--- src/design/json_token_scanner_assert.svh ---
// assertion macros shared by the scanner modules
// expects clk_i and rst_ni in the module that uses them
`ifndef JSON_TOKEN_SCANNER_ASSERT_SVH
`define JSON_TOKEN_SCANNER_ASSERT_SVH
`ifndef SYNTHESIS
`define JTS_ASSERT(lbl, prop, msg) \
  lbl: assert property (@(posedge clk_i) disable iff (!rst_ni) prop) else $error(msg);
`define JTS_ASSERT_NEVER(lbl, cond, msg) \
  lbl: assert property (@(posedge clk_i) disable iff (!rst_ni) !(cond)) else $error(msg);
`else
`define JTS_ASSERT(lbl, prop, msg)
`define JTS_ASSERT_NEVER(lbl, cond, msg)
`endif
`endif

--- src/design/jts_pkg.sv ---
// shared types, codes and helper functions of the json token scanner
// no dependencies
package jts_pkg;

  localparam int unsigned FIFO_DEPTH = 4;
  localparam int unsigned FIFO_AW    = $clog2(FIFO_DEPTH);
  localparam int unsigned FIFO_CW    = $clog2(FIFO_DEPTH + 1);

  localparam logic [3:0] TK_LBRACE = 4'd0;
  localparam logic [3:0] TK_RBRACE = 4'd1;
  localparam logic [3:0] TK_COLON  = 4'd2;
  localparam logic [3:0] TK_LBRACK = 4'd3;
  localparam logic [3:0] TK_RBRACK = 4'd4;
  localparam logic [3:0] TK_COMMA  = 4'd5;
  localparam logic [3:0] TK_NULL   = 4'd6;
  localparam logic [3:0] TK_NUMBER = 4'd9;
  localparam logic [3:0] TK_STRING = 4'd10;

  localparam logic [2:0] ER_NONE       = 3'd0;
  localparam logic [2:0] ER_BAD_WORD   = 3'd1;
  localparam logic [2:0] ER_BAD_ESC    = 3'd2;
  localparam logic [2:0] ER_UNICODE    = 3'd3;
  localparam logic [2:0] ER_UNEXPECTED = 3'd4;
  localparam logic [2:0] ER_TRUNCATED  = 3'd5;

  localparam logic [1:0] WK_NULL  = 2'd0;
  localparam logic [1:0] WK_FALSE = 2'd1;
  localparam logic [1:0] WK_TRUE  = 2'd2;

  typedef enum logic [5:0] {
    MODE_IDLE = 6'b000001,
    MODE_WORD = 6'b000010,
    MODE_NUM  = 6'b000100,
    MODE_STR  = 6'b001000,
    MODE_ESC  = 6'b010000,
    MODE_ERR  = 6'b100000
  } mode_e;

  typedef struct packed {
    logic [3:0] kind;
    logic [7:0] ch;
    logic       ch_valid;
    logic       last;
    logic [2:0] err;
  } jts_result_t;

  function automatic jts_result_t mk_res(logic [3:0] kind, logic [7:0] ch, logic ch_valid,
                                         logic last, logic [2:0] err);
    jts_result_t r;
    r.kind     = kind;
    r.ch       = ch;
    r.ch_valid = ch_valid;
    r.last     = last;
    r.err      = err;
    return r;
  endfunction

  // error beats carry the zero kind and no character
  function automatic jts_result_t err_res(logic [2:0] code);
    return mk_res(TK_LBRACE, 8'd0, 1'b0, 1'b0, code);
  endfunction

  function automatic logic is_num_char(logic [7:0] c);
    return (c >= "0" && c <= "9") || c == "." || c == "E" || c == "e" ||
           c == "+" || c == "-";
  endfunction

  function automatic logic [2:0] word_len(logic [1:0] k);
    return (k == WK_FALSE) ? 3'd5 : 3'd4;
  endfunction

  function automatic logic [7:0] word_letter(logic [1:0] k, logic [2:0] idx);
    logic [7:0] c;
    c = 8'd0;
    case (k)
      WK_FALSE: begin
        case (idx)
          3'd0: c = "f";
          3'd1: c = "a";
          3'd2: c = "l";
          3'd3: c = "s";
          3'd4: c = "e";
          default: c = 8'd0;
        endcase
      end
      WK_TRUE: begin
        case (idx)
          3'd0: c = "t";
          3'd1: c = "r";
          3'd2: c = "u";
          3'd3: c = "e";
          default: c = 8'd0;
        endcase
      end
      default: begin
        case (idx)
          3'd0: c = "n";
          3'd1: c = "u";
          3'd2: c = "l";
          3'd3: c = "l";
          default: c = 8'd0;
        endcase
      end
    endcase
    return c;
  endfunction

endpackage

--- src/design/json_token_scanner.sv ---
// top level of the json token scanner: input register, lexer and result queue
// depends on jts_pkg, jts_lexer and jts_fifo
//
// One byte of JSON text is taken per beat and decoded in a single registered
// pass: each byte moves from the input register through the mode logic into a
// four-entry result queue, so a byte is accepted every cycle while the queue
// holds two or fewer beats. A byte that closes a number gives up to two result
// beats: the number close and any token of its own. The queue drains one beat
// per cycle while the downstream side is ready.
module json_token_scanner (
  input  logic        clk_i,
  input  logic        rst_ni,
  input  logic        s_axis_tvalid_i,
  output logic        s_axis_tready_o,
  input  logic [7:0]  s_axis_tdata_i,   // [7:0] char_byte
  input  logic        s_axis_tlast_i,   // last_byte
  output logic        m_axis_tvalid_o,
  input  logic        m_axis_tready_i,
  output logic [15:0] m_axis_tdata_o,   // [7:0] char_out, [10:8] error_code, rest zero
  output logic [4:0]  m_axis_tuser_o,   // [3:0] token_kind, [4] char_valid
  output logic        m_axis_tlast_o    // token_last
);
  import jts_pkg::*;

  logic        in_valid_q;
  logic [7:0]  in_byte_q;
  logic        in_last_q;
  logic        step;
  logic        room;
  logic [1:0]  emit;
  jts_result_t res0, res1, out_res;

  assign step            = in_valid_q && room;
  assign s_axis_tready_o = !in_valid_q || step;

  always_ff @(posedge clk_i or negedge rst_ni) begin
    if (!rst_ni) begin
      in_valid_q <= 1'b0;
    end else if (s_axis_tready_o) begin
      in_valid_q <= s_axis_tvalid_i;
    end
  end

  always_ff @(posedge clk_i) begin
    if (s_axis_tvalid_i && s_axis_tready_o) begin
      in_byte_q <= s_axis_tdata_i;
      in_last_q <= s_axis_tlast_i;
    end
  end

  jts_lexer u_lexer (
    .clk_i  (clk_i),
    .rst_ni (rst_ni),
    .step_i (step),
    .byte_i (in_byte_q),
    .last_i (in_last_q),
    .emit_o (emit),
    .res0_o (res0),
    .res1_o (res1)
  );

  jts_fifo u_fifo (
    .clk_i   (clk_i),
    .rst_ni  (rst_ni),
    .push_i  (step ? emit : 2'b00),
    .data0_i (res0),
    .data1_i (res1),
    .room_o  (room),
    .valid_o (m_axis_tvalid_o),
    .ready_i (m_axis_tready_i),
    .data_o  (out_res)
  );

  assign m_axis_tdata_o = {5'd0, out_res.err, out_res.ch};
  assign m_axis_tuser_o = {out_res.ch_valid, out_res.kind};
  assign m_axis_tlast_o = out_res.last;

endmodule

--- src/design/jts_lexer.sv ---
// scan mode state and per-byte decode, up to two result beats per byte
// depends on jts_pkg and json_token_scanner_assert.svh
`include "json_token_scanner_assert.svh"
module jts_lexer (
  input  logic                clk_i,
  input  logic                rst_ni,
  input  logic                step_i,
  input  logic [7:0]          byte_i,
  input  logic                last_i,
  output logic [1:0]          emit_o,
  output jts_pkg::jts_result_t res0_o,
  output jts_pkg::jts_result_t res1_o
);
  import jts_pkg::*;

  mode_e       mode_q, mode_d;
  logic [1:0]  wk_q, wk_d;
  logic [2:0]  li_q, li_d;

  logic        idle_emit;
  jts_result_t idle_res;
  mode_e       idle_mode;
  logic        idle_load;
  logic [1:0]  idle_wk;

  logic [1:0]  k;
  logic [2:0]  li_next;
  logic [7:0]  esc_ch;
  logic        esc_ok;

  // byte handled as between tokens
  always_comb begin
    idle_emit = 1'b0;
    idle_res  = '0;
    idle_mode = MODE_IDLE;
    idle_load = 1'b0;
    idle_wk   = WK_NULL;
    case (byte_i) inside
      8'h0d, 8'h0a, 8'h20, 8'h09: begin
      end
      "{": begin idle_emit = 1'b1; idle_res = mk_res(TK_LBRACE, 8'd0, 1'b0, 1'b1, ER_NONE); end
      "}": begin idle_emit = 1'b1; idle_res = mk_res(TK_RBRACE, 8'd0, 1'b0, 1'b1, ER_NONE); end
      ":": begin idle_emit = 1'b1; idle_res = mk_res(TK_COLON, 8'd0, 1'b0, 1'b1, ER_NONE); end
      "[": begin idle_emit = 1'b1; idle_res = mk_res(TK_LBRACK, 8'd0, 1'b0, 1'b1, ER_NONE); end
      "]": begin idle_emit = 1'b1; idle_res = mk_res(TK_RBRACK, 8'd0, 1'b0, 1'b1, ER_NONE); end
      ",": begin idle_emit = 1'b1; idle_res = mk_res(TK_COMMA, 8'd0, 1'b0, 1'b1, ER_NONE); end
      "n", "f", "t": begin
        if (last_i) begin
          idle_emit = 1'b1;
          idle_res  = err_res(ER_TRUNCATED);
        end else begin
          idle_load = 1'b1;
          idle_mode = MODE_WORD;
          idle_wk   = (byte_i == "n") ? WK_NULL : (byte_i == "f") ? WK_FALSE : WK_TRUE;
        end
      end
      "\"": begin
        if (last_i) begin
          idle_emit = 1'b1;
          idle_res  = err_res(ER_BAD_ESC);
        end else begin
          idle_mode = MODE_STR;
        end
      end
      default: begin
        idle_emit = 1'b1;
        if (is_num_char(byte_i)) begin
          idle_res  = mk_res(TK_NUMBER, byte_i, 1'b1, last_i, ER_NONE);
          idle_mode = last_i ? MODE_IDLE : MODE_NUM;
        end else begin
          idle_res  = err_res(ER_UNEXPECTED);
          idle_mode = last_i ? MODE_IDLE : MODE_ERR;
        end
      end
    endcase
  end

  assign k       = (wk_q == 2'd3) ? WK_NULL : wk_q;
  assign li_next = 3'(li_q + 3'd1);

  // escape letter decode
  always_comb begin
    esc_ok = 1'b1;
    esc_ch = 8'd0;
    case (byte_i)
      "\"": esc_ch = "\"";
      "\\": esc_ch = "\\";
      "/":  esc_ch = "/";
      "b":  esc_ch = 8'd8;
      "f":  esc_ch = 8'd12;
      "n":  esc_ch = 8'd10;
      "r":  esc_ch = 8'd13;
      "t":  esc_ch = 8'd9;
      default: esc_ok = 1'b0;
    endcase
  end

  always_comb begin
    emit_o = 2'b00;
    res0_o = '0;
    res1_o = '0;
    mode_d = mode_q;
    wk_d   = wk_q;
    li_d   = li_q;
    unique case (mode_q)
      MODE_WORD: begin
        if (li_q >= word_len(k) || byte_i != word_letter(k, li_q)) begin
          emit_o = 2'b01;
          res0_o = err_res(ER_BAD_WORD);
          mode_d = last_i ? MODE_IDLE : MODE_ERR;
        end else if (li_next == word_len(k)) begin
          emit_o = 2'b01;
          res0_o = mk_res(4'(TK_NULL + {2'b00, k}), 8'd0, 1'b0, 1'b1, ER_NONE);
          mode_d = MODE_IDLE;
        end else if (last_i) begin
          emit_o = 2'b01;
          res0_o = err_res(ER_TRUNCATED);
          mode_d = MODE_IDLE;
        end else begin
          li_d = li_next;
        end
      end
      MODE_NUM: begin
        if (is_num_char(byte_i)) begin
          emit_o = 2'b01;
          res0_o = mk_res(TK_NUMBER, byte_i, 1'b1, last_i, ER_NONE);
          if (last_i) mode_d = MODE_IDLE;
        end else begin
          emit_o = {idle_emit, 1'b1};
          res0_o = mk_res(TK_NUMBER, 8'd0, 1'b0, 1'b1, ER_NONE);
          res1_o = idle_res;
          mode_d = idle_mode;
          if (idle_load) begin
            wk_d = idle_wk;
            li_d = 3'd1;
          end
        end
      end
      MODE_STR: begin
        if (byte_i == "\"") begin
          emit_o = 2'b01;
          res0_o = mk_res(TK_STRING, 8'd0, 1'b0, 1'b1, ER_NONE);
          mode_d = MODE_IDLE;
        end else if (last_i) begin
          emit_o = 2'b01;
          res0_o = err_res(ER_BAD_ESC);
          mode_d = MODE_IDLE;
        end else if (byte_i == "\\") begin
          mode_d = MODE_ESC;
        end else begin
          emit_o = 2'b01;
          res0_o = mk_res(TK_STRING, byte_i, 1'b1, 1'b0, ER_NONE);
        end
      end
      MODE_ESC: begin
        emit_o = 2'b01;
        if (byte_i == "u") begin
          res0_o = err_res(ER_UNICODE);
          mode_d = last_i ? MODE_IDLE : MODE_ERR;
        end else if (!esc_ok) begin
          res0_o = err_res(ER_BAD_ESC);
          mode_d = last_i ? MODE_IDLE : MODE_ERR;
        end else if (last_i) begin
          res0_o = err_res(ER_BAD_ESC);
          mode_d = MODE_IDLE;
        end else begin
          res0_o = mk_res(TK_STRING, esc_ch, 1'b1, 1'b0, ER_NONE);
          mode_d = MODE_STR;
        end
      end
      MODE_ERR: begin
        if (last_i) mode_d = MODE_IDLE;
      end
      default: begin
        emit_o = {1'b0, idle_emit};
        res0_o = idle_res;
        mode_d = idle_mode;
        if (idle_load) begin
          wk_d = idle_wk;
          li_d = 3'd1;
        end
      end
    endcase
  end

  always_ff @(posedge clk_i or negedge rst_ni) begin
    if (!rst_ni) begin
      mode_q <= MODE_IDLE;
      wk_q   <= WK_NULL;
      li_q   <= 3'd0;
    end else if (step_i) begin
      mode_q <= mode_d;
      wk_q   <= wk_d;
      li_q   <= li_d;
    end
  end

  // a second beat only ever follows a closed number
  `JTS_ASSERT(a_second_after_number, (step_i && emit_o[1]) |-> (emit_o[0] && res0_o.kind == TK_NUMBER && res0_o.last), "second beat without number close")
  `JTS_ASSERT(a_idle_after_last, (step_i && last_i) |=> (mode_q == MODE_IDLE), "not idle after last byte")

endmodule

--- src/design/jts_fifo.sv ---
// result queue taking up to two beats per cycle and giving one when ready
// depends on jts_pkg and json_token_scanner_assert.svh
`include "json_token_scanner_assert.svh"
module jts_fifo (
  input  logic                clk_i,
  input  logic                rst_ni,
  input  logic [1:0]          push_i,
  input  jts_pkg::jts_result_t data0_i,
  input  jts_pkg::jts_result_t data1_i,
  output logic                room_o,
  output logic                valid_o,
  input  logic                ready_i,
  output jts_pkg::jts_result_t data_o
);
  import jts_pkg::*;

  jts_result_t        entry_q [FIFO_DEPTH];
  logic [FIFO_AW-1:0] wr_ptr_q, wr_ptr_d, rd_ptr_q, rd_ptr_d, wr_ptr1;
  logic [FIFO_CW-1:0] count_q, count_d;
  logic               pop;

  assign pop     = valid_o && ready_i;
  assign valid_o = (count_q != '0);
  assign data_o  = entry_q[rd_ptr_q];
  assign room_o  = (count_q <= FIFO_CW'(FIFO_DEPTH - 2));
  assign wr_ptr1 = FIFO_AW'(wr_ptr_q + 1'b1);

  assign wr_ptr_d = FIFO_AW'(wr_ptr_q + FIFO_AW'(push_i[0]) + FIFO_AW'(push_i[1]));
  assign rd_ptr_d = FIFO_AW'(rd_ptr_q + FIFO_AW'(pop));
  assign count_d  = FIFO_CW'(count_q + FIFO_CW'(push_i[0]) + FIFO_CW'(push_i[1])
                    - FIFO_CW'(pop));

  always_ff @(posedge clk_i) begin
    if (push_i[0]) entry_q[wr_ptr_q] <= data0_i;
    if (push_i[1]) entry_q[wr_ptr1]  <= data1_i;
  end

  always_ff @(posedge clk_i or negedge rst_ni) begin
    if (!rst_ni) begin
      wr_ptr_q <= '0;
      rd_ptr_q <= '0;
      count_q  <= '0;
    end else begin
      wr_ptr_q <= wr_ptr_d;
      rd_ptr_q <= rd_ptr_d;
      count_q  <= count_d;
    end
  end

  `JTS_ASSERT_NEVER(a_count_bound, count_q > FIFO_CW'(FIFO_DEPTH), "queue count overflow")
  `JTS_ASSERT_NEVER(a_push_no_room, (push_i != 2'b00) && !room_o, "push without room")
  `JTS_ASSERT_NEVER(a_push_order, push_i[1] && !push_i[0], "second slot pushed alone")

endmodule
--- config.mk ---
export PLATFORM = sky130hd
export DESIGN_NAME = json_token_scanner
export DESIGN_NICKNAME = d
export VERILOG_FILES = /design/src/design/jts_pkg.sv /design/src/design/json_token_scanner.sv /design/src/design/jts_lexer.sv /design/src/design/jts_fifo.sv
export VERILOG_INCLUDE_DIRS = /design/src /design/src/design
export SDC_FILE = /design/constraint.sdc
export NUM_CORES = 1
export LEC_CHECK = 0
export BUFFER_PORTS_ARGS = -buffer_cell sky130_fd_sc_hd__buf_2
export CAP_MARGIN = 40
export CELL_PAD_IN_SITES_DETAIL_PLACEMENT = 2
export CELL_PAD_IN_SITES_GLOBAL_PLACEMENT = 2
export CORE_MARGIN = 5
export CORE_UTILIZATION = 30
export DETAILED_ROUTE_END_ITERATION = 6
export PLACE_DENSITY_LB_ADDON = 0.3
export SYNTH_ARGS = -nofsm -noshare
export SYNTH_HDL_FRONTEND = slang
export SYNTH_SLANG_ARGS = --single-unit
--- constraint.sdc ---
create_clock -name clk_i -period 4.88 [get_ports clk_i]
set_input_delay 0.732 -clock clk_i [delete_from_list [all_inputs] [get_ports clk_i]]
set_output_delay 0.732 -clock clk_i [all_outputs]
set_load 0.005 [all_outputs]
## Word level (Yosys, flattened, before mapping)

Memories as Yosys holds them, arrays and structs flattened.
Cells that the tools add are included.

- Flip-flop bits (word level): 28
- Memory bits (writable): 68
- Bits of input ports: 13
- Memories: 1

- $add $sub $neg: 9
- Order comparisons: 4
- Equal/unequal tests: 43
- Multiplexer cells: 109
- Bitwise operators: 2
- Reduce and logical (&&, ||, !) cells: 23

Memories:

| memory | words | bits a word | rd ports | clocked after Yosys merged registers in | wr ports | line | source |
|---|---|---|---|---|---|---|---|
| u_fifo.entry_q | 4 | 17 | 1 | 0 | 2 | jts_fifo.sv:17 | `jts_result_t entry_q [FIFO_DEPTH];` |

Operators with widths:

| kind | count |
|---|---|
| 17-bit 2-to-1 mux | 20 |
| 6-bit 2-to-1 mux | 20 |
| 8-bit by 7-bit == test with 1-bit output (second input constant) | 13 |
| 17-bit case mux with 5 select lines | 1 |
| 8-bit by 6-bit == test with 1-bit output (second input constant) | 8 |
| 7-bit case mux with 8 select lines | 1 |
| 2-bit 2-to-1 mux | 22 |
| 7-bit case mux with 5 select lines | 1 |
| 6-bit case mux with 5 select lines | 1 |
| 7-bit case mux with 4 select lines | 1 |
| 1-bit 2-to-1 mux | 27 |
| 8-bit by 4-bit == test with 1-bit output (second input constant) | 3 |
| 3-bit 2-to-1 mux | 7 |
| 7-bit case mux with 3 select lines | 1 |
| 8-bit case mux with 2 select lines | 1 |
| 13-bit 2-to-1 mux | 1 |
| 2-bit case mux with 5 select lines | 1 |
| 3-bit case mux with 3 select lines | 1 |
| 8-bit by 6-bit >= comparator with 1-bit output (second input constant) | 1 |
| 8-bit by 6-bit less-or-equal comparator with 1-bit output (second input constant) | 1 |
| 8-bit 2-to-1 mux | 1 |
| 2-bit inequality test (second input constant) | 4 |
| 8-bit inequality test | 1 |
| 4-bit OR reduction | 2 |
| 34 further kinds | 50 |

## Depth between registers and ports, before layout

Gate-level depths: netlist of run 1.

- Depth in word-level cells: 19
- Mapped depth: 14
- Depth with buffers taken out: 14

## Cells and area by module

From an unflattened synthesis of run 1, not the netlist that was laid out.

- Cells, all modules: 543
- Area total of the unflattened synthesis: 6,374.9 µm²

By module, submodules not included:

| module | times used | cells an instance | area an instance (µm²) | seq. area each (µm²) |
|---|---|---|---|---|
| jts_fifo | 1 | 200 | 3,766.1 | 2,217.1 |
| jts_lexer | 1 | 321 | 2,224.6 | 276.5 |
| json_token_scanner | 1 | 22 | 384.1 | 295.3 |

## Worst setup path before layout of run 1

Ideal clock, no wire load.

- Path kind: register to register
- Start: reg u_lexer.li_q[2]
- End: mem u_fifo.entry_q[0][0] (netlist bit), enable pin
- Arrival: 3.350 ns
- Data required time: 4.462 ns
- Setup slack: 1.112 ns
- Stages on the path, launching flop included: 11
- Clock period less this slack: 3.768 ns
- Cells stage by stage: dfrtp_1 > buf_2 > inv_1 > ha_1 > inv_1 > a221oi_1 > o311a_1 > o22a_1 > nand3_2 > o221ai_2 > o31ai_1

RTL lines:

| what | line | source |
|---|---|---|
| start, declared | jts_lexer.sv:18 | `logic [2:0] li_q, li_d;` |
| start signal, assigned | jts_lexer.sv:194 | `li_q <= li_d;` |
| end, declared | jts_fifo.sv:17 |  |

## Worst setup path in the final report of run 1

- Start: reg u_lexer.wk_q[0]
- End: reg u_fifo.count_q[1]

- Cells in the longest elaborated chain, start to end: 13
- Elaborated cells between the ends (all ways): 18
- Classes of those cells: 3 x add/sub; 1 x order compare; 5 x eq/ne; 8 x mux; 1 x reduce/logical

Ends and longest elaborated chain:

| what | line | source |
|---|---|---|
| start, declared | jts_lexer.sv:17 | `logic [1:0] wk_q, wk_d;` |
| start signal, assigned | jts_lexer.sv:193 | `wk_q <= wk_d;` |
| 2-bit == test | jts_lexer.sv:78 | `assign k = (wk_q == 2'd3) ? WK_NULL : wk_q;` |
| 2-bit 2-to-1 mux (*) | jts_lexer.sv:78 |  |
| 2-bit == test / 2-bit by 1-bit == test with 1-bit output (equally long branches) | jts_pkg.sv:75, jts_pkg.sv:69 |  |
| 8-bit case mux with 2 select lines | jts_pkg.sv:75 | `case (k)` |
| 8-bit 2-to-1 mux | jts_lexer.sv:105 | `unique case (mode_q)` |
| 8-bit inequality test | jts_lexer.sv:107 | `if (li_q >= word_len(k) \|\| byte_i != word_letter(k, li_q)) begin` |
| 1-bit logical OR | jts_lexer.sv:107 |  |
| 2-bit 2-to-1 mux (*) | jts_lexer.sv:107 |  |
| 2-bit case mux with 5 select lines (*) | jts_lexer.sv:105 |  |
| 2-bit 2-to-1 mux (*) | json_token_scanner.sv:65 | `.push_i (step ? emit : 2'b00),` |
| 3-bit by 1-bit adder with 3-bit output | jts_fifo.sv:30 | `assign count_d = FIFO_CW'(count_q + FIFO_CW'(push_i[0]) + FIFO_CW'(push_i[1])` |
| 3-bit by 1-bit adder with 3-bit output (*) | jts_fifo.sv:30 |  |
| 3-bit by 1-bit subtractor with 3-bit output (*) | jts_fifo.sv:31 | `- FIFO_CW'(pop));` |
| named net u_fifo.count_d[1] | jts_fifo.sv:19 | `logic [FIFO_CW-1:0] count_q, count_d;` |
| end signal, assigned | jts_fifo.sv:46 | `count_q <= count_d;` |
| end, declared | jts_fifo.sv:19 |  |

Mark *: on every way through the listed nets, which the timed path passes. The rest lies on a longest branch. The select of a mux whose other input is x is not followed.
A chain may end at the register's enable or synchronous reset.

==> results of run 1 <==
-- final timing paths --
kind                                      start                 to  slack, ns  depth (start not counted)
worst max-delay path            u_lexer.wk_q[0]  u_fifo.count_q[1]       0.62                         12
worst min-delay path                     rst_ni         in_valid_q       0.33                          1
worst max register to register  u_lexer.wk_q[0]  u_fifo.count_q[1]       0.62                         12
worst min register to register  u_lexer.wk_q[0]    u_lexer.wk_q[0]       0.54                          2
max in group asynchronous                rst_ni  u_lexer.mode_q[0]       4.20                          1
min in group clk_i              u_lexer.wk_q[0]    u_lexer.wk_q[0]       0.54                          2
-- power by group through the flow --
stage | logic, mW | registers [mW] | clock network (mW)
after floorplan | 1.21 | 1.23 | 0
after global placement | 1.47 | 1.41 | 0
after detailed placement | 1.56 | 1.42 | 0
after CTS | 1.56 | 1.41 | 0.822
after global routing | 1.70 | 1.43 | 0.857
final | 1.53 | 1.40 | 0.803
-- cell families (layout without fill, tap and decap cells) --
kind of cell / count (synthesis) / count (layout) / synth area share (%)
muxes: 17 / 17 / 6.24
AOI/OAI and AO/OA: 165 / 165 / 20.3
adders and majority gates: 15 / 15 / 3.43
DFF: 96 / 96 / 45.5
other: 1 / 5 / 0.0611
xor gates and xnor gates: 6 / 6 / 0.857
buffers and inverters: 64 / 82 / 5.32
and+or+nand+nor: 191 / 191 / 18.4
-- cells in the final DEF, fill, tap and decap left out, types with 9 or more instances in the layout --
cell	instances
buf_4	11
nor2_1	30
o21ai_0	35
nand2_1	34
a21oi_1	24
buf_2	31
edfxtp_1	77
nor3_1	18
ha_1	12
clkbuf_16	9
inv_1	22
dfrtp_1	18
nand2b_1	16
mux4_2	17
nand3_1	18
-- registers in the layout, indices dropped and copies added, names as in the netlist, 2 cells and up --
signal           flops
u_lexer.mode_q       6
u_fifo.count_q       3
u_lexer.wk_q         2
in_byte_q            8
u_fifo.rd_ptr_q      2
u_fifo.entry_q      68
u_lexer.li_q         3
u_fifo.wr_ptr_q      2
-- final cells by class --
| class | count | area, sq um | area share (%) |
|---|---|---|---|
| Multi-Input combinational cell | 399 | 3050 | 44.6 |
| Sequential cell | 96 | 2790 | 40.7 |
| Tap cell | 270 | 338 | 4.93 |
| Timing Repair Buffer | 43 | 253 | 3.69 |
| Clock buffer | 9 | 225 | 3.29 |
| Clock inverter | 7 | 103 | 1.50 |
| Inverter | 23 | 87.6 | 1.28 |
-- routing by layer --
metal	vias to the layer above	GRT usage [%]	share of wire [%]	wire length [microns]
met2	75	27.6	50	9460
met3	21	2.86	3.3	621
met1	2447	21.4	45	8480
met5	-	0	0	0
met4	0	4.71	1.6	310
li1	2179	-	-	-
==> flow_summary.ini, run 1 <==
[drt]
drc = 0
viasPerCell = 5.57
ant_nets = 0
via_count = 4722
wl_per_cell_microns = 22.3
drt_iter0_drc = 246
wl_mm = 18.9
firstDrtPassIters = 4

[power_and_ir_drop]
p_int_mw = 2.25
p_total_mw = 3.73
swShare_pct = 39.6
p_seq_share_pct = 37.5
ir_drop_mv = 0.175
power_switching_mw = 1.48
power_density_nw_per_um2 = 544
clkPwrFrac_pct = 21.5
leakage_nw = 2.38
comb_power_share_pct = 40.9

[worst_setup_path]
arrival_ns = 4.48
start_kind = flop
cpPeakStageDelay_ns = 0.56
crit_family = adder cells
cp_cell_sequence = inv_1, ha_1, nand2b_1, a221oi_1, or4_4, a211oi_4, nand3_2, o221ai_2, ha_1, fa_1, inv_1, fa_1
crit_required_ns = 5.10
crit_type = reg2reg
crit_fanout = 11
critPathCaptureType = flop
slowest_stage = or4_4
crit_buf_inv = 2

[grt]
grt_pass1_wl_mm = 30.2
grt_pass1_vias = 5149
grt_usage_pct = 16.3
gr-total-overflow = 0
grt_max_degree = 23
antenna_found_initial = 0

[yosys]
synth_top_area_share_pct = 37.7
postSynth.asyncResetShare_pct = 19.8
syn_area_sq_um = 6130
yosysMostFrequentCell = edfxtp_1
syn_inst = 555
yosys_register_bits = 96
ys_warn_count = 0
avgSynthCellArea_sq_um = 11.1
ys_seq_area_share_pct = 45.5
synth_area_leaders = edfxtp_1, dfrtp_1, mux4_2
synthFlopType = edfxtp_1
ys_types = 95
synth.top_cells.by_count = edfxtp_1, o21ai_0, nand2_1
yosysTopAreaCell = edfxtp_1
synth_edf_count = 77

[floorplanning]
boundaryPins = 37
fp.dieH_microns = 153
placement_rows = 52
die_area_sq_um = 23400
core-area_sq_um = 20200
start_util_pct = 30.4
die_w_microns = 153

[cts]
clock_latency_ns = 0.36
cts_setup_buffers = 0
cts_made_buffers = 9
cts_htree_levels = 3
clock-root-buffer = clkbuf_16
clkSinkCount = 96
cts_tree = built
clk_pin_slew_worst_paths_ns = 0.08
hold_buffers = 0
cts_resized = 0
clk_path_buf_depth = 2

[place]
place_inst = 831
pre_cts_slack_ns = 0.595
place_area_sq_um = 6520
gp_congestion = 0.856
port-buffer-count = 31
dp_hpwl_mm = 14.2

[layout]
syn2layout_area_growth_pct = 11.6
finalInstanceArea_sq_um = 6850
nFillCells = 2193
final_nets = 600
num_antenna_cells = 0
final_cells = 847
drive_above_1_share_pct = 20.5
postLayoutCoreUtil_pct = 34.0

[hold_path]
hp-class = in2async

[sta]
setup_ws_ns = 0.619
post-route-period-util_pct = 87.3
finClkSkew_ns = 0.0132
rsz0062_at_grt = no
relSlewSlack_pct = 43.8
setup_viol = 0
post-route-min-period_ns = 4.26
worst_pin_slew_ns = 0.843
drv_slew = 0
fmax_ghz = 0.235
finalHoldViolCount = 0
hold_ws_ns = 0.328
fin_tns_setup_ns = 0

[run_status]
outcome = finished clean

[job]
maxCapViolCount = 0
(Power assumes the default switching activity.)
==> run 2: changes to the inputs <==
--- a/config.mk
+++ b/config.mk
@@ -12,6 +12,7 @@
 export CELL_PAD_IN_SITES_GLOBAL_PLACEMENT = 2
 export CORE_MARGIN = 5
 export CORE_UTILIZATION = 30
+export CTS_BUF_LIST = sky130_fd_sc_hd__clkbuf_4
 export DETAILED_ROUTE_END_ITERATION = 6
 export PLACE_DENSITY_LB_ADDON = 0.3
 export SYNTH_ARGS = -nofsm -noshare
==> run 2 against run 1 <==
Net effect: via count up 0.42%; non-clock buffer count unchanged; sequential share of layout area grew 0.94 points; sequential power is essentially flat; combinational power hardly changed; critical endpoint unchanged; clock-buffer cell count did not move.
==> flow_summary.ini, run 2 (same netlist as run 1, synthesis figures left out) <==
[run_status]
outcome = finished clean

[sta]
rsz0062_at_grt = no
fmax_ghz = 0.234
relSlewSlack_pct = 40.8
fin_tns_setup_ns = 0
post-route-period-util_pct = 87.7
drv_slew = 0
finClkSkew_ns = 0.0223
setup_viol = 0
finalHoldViolCount = 0
worst_pin_slew_ns = 0.888
post-route-min-period_ns = 4.28

[layout]
layout_commonest_cell = edfxtp_1
drive_above_1_share_pct = 20.5
final_cells = 848
largest_register_ffs = 68
layout_common_cells = edfxtp_1, o21ai_0, nand2_1, buf_2, nor2_1
syn2layout_area_growth_pct = 9.12
reg.largest.list = u_fifo.entry_q (68), in_byte_q (8), u_lexer.mode_q (6)
postLayoutCoreUtil_pct = 33.2
regMostFlops = u_fifo.entry_q
final_nets = 600
finalInstanceArea_sq_um = 6690

[place]
place_area_sq_um = 6520
port-buffer-count = 31
dp_hpwl_mm = 14.2
place_inst = 831
gp_congestion = 0.856

[job]
maxCapViolCount = 0

[grt]
grt_max_degree = 23
grt_usage_pct = 16.1
gr-total-overflow = 0
antenna_found_initial = 1
grt_pass1_vias = 5163
grt_pass1_wl_mm = 30.1

[power_and_ir_drop]
p_seq_share_pct = 40.5
leakage_nw = 2.31
ir_drop_mv = 0.146
swShare_pct = 41.9
power_density_nw_per_um2 = 516
p_int_mw = 2.01
comb_power_share_pct = 44.1
clkPwrFrac_pct = 15.4
power_switching_mw = 1.45

[drt]
firstDrtPassIters = 4
drc = 0
wl_per_cell_microns = 22.1
wl_mm = 18.8
viasPerCell = 5.59
drt_iter0_drc = 246
via_count = 4742
ant_nets = 0

[worst_setup_path]
arrival_ns = 4.63
r2r_start = u_lexer.wk_q[0]
critPathCaptureType = flop
start_kind = flop
crit_buf_inv = 2
cpPeakStageDelay_ns = 0.56
crit_family = adder cells
slowest_stage = or4_4
startpoint = u_lexer.wk_q[0]
crit_type = reg2reg
cp_cell_sequence = inv_1, ha_1, nand2b_1, a221oi_1, or4_4, a211oi_4, nand3_2, o221ai_2, ha_1, fa_1, inv_1, fa_1
crit_fanout = 11
crit_required_ns = 5.23

[floorplanning]
die_area_sq_um = 23400
start_util_pct = 30.4
boundaryPins = 37
fp.dieH_microns = 153
placement_rows = 52
die_w_microns = 153
core-area_sq_um = 20200

[cts]
clkSinkCount = 96
clk_pin_slew_worst_paths_ns = 0.18
clock_latency_ns = 0.48
cts_setup_buffers = 0
clk_path_buf_depth = 2
cts_resized = 0
hold_buffers = 0
cts_made_buffers = 9
cts_tree = built
cts_htree_levels = 3
clock-root-buffer = clkbuf_4

[hold_path]
hp-class = in2async
==> run 2: cell types whose count changed in the layout (fill, tap and decap cells not counted), sizes merged <==
cell | previous run | this run
diode | 0 | 1
==> run 2: final cells by class <==
class	count	area [sq um]
clock buffer	9	67.6
clock inverter	7	103
inverter	23	87.6
sequential	96	2790
multi-input combinational	399	3050
fill	2205	13500
tap	270	338
antenna	1	2.50
timing repair buffer	43	253
==> run 2: per-stage QoR <==
stage	hold slack, ns	worst slack (ns)	total power, mW
2_1_floorplan	0.436	1.11	2.44
3_3_place_gp	0.502	0.761	2.88
3_5_place_dp	0.540	0.595	2.98
4_1_cts	0.166	0.570	3.51
5_1_grt	0.185	0.325	3.71
6_report	0.181	0.603	3.45
==> run 2: final timing paths <==
path,slack (ns),depth (start not counted),to
worst max-delay path,0.60,12,u_fifo.count_q[1]
worst min-delay path,0.18,1,in_valid_q
worst max register to register,0.60,12,u_fifo.count_q[1]
worst min register to register,0.56,2,u_lexer.wk_q[0]
max in group asynchronous,4.35,1,u_lexer.mode_q[0]
min in group clk_i,0.41,1,in_last_q
==> run 2: routing by layer <==
layer  track usage [%]  vias up  wire, microns
met5                 0        -              0
met4              4.50        0            385
met3              2.88       24            700
met2              27.8       82           9280
met1              21.0     2453           8390
li1                  -     2183              -
==> run 2: worst reg2reg max path, stage by stage, from the launching register on <==
cell and delay (ns):
dfrtp_1 0.41, inv_1 0.07, ha_1 0.48, nand2b_1 0.21, a221oi_1 0.13, or4_4 0.56, a211oi_4 0.35, nand3_2 0.23
o221ai_2 0.47, ha_1 0.34, fa_1 0.38, inv_1 0.08, fa_1 0.42
==> run 2: power by group through the flow <==
stage | logic (mW) | clock network [mW] | registers, mW
floorplan | 1.21 | 0 | 1.23
global placement | 1.47 | 0 | 1.41
detailed placement | 1.56 | 0 | 1.42
CTS | 1.56 | 0.550 | 1.40
global route | 1.70 | 0.581 | 1.43
finish | 1.52 | 0.532 | 1.40
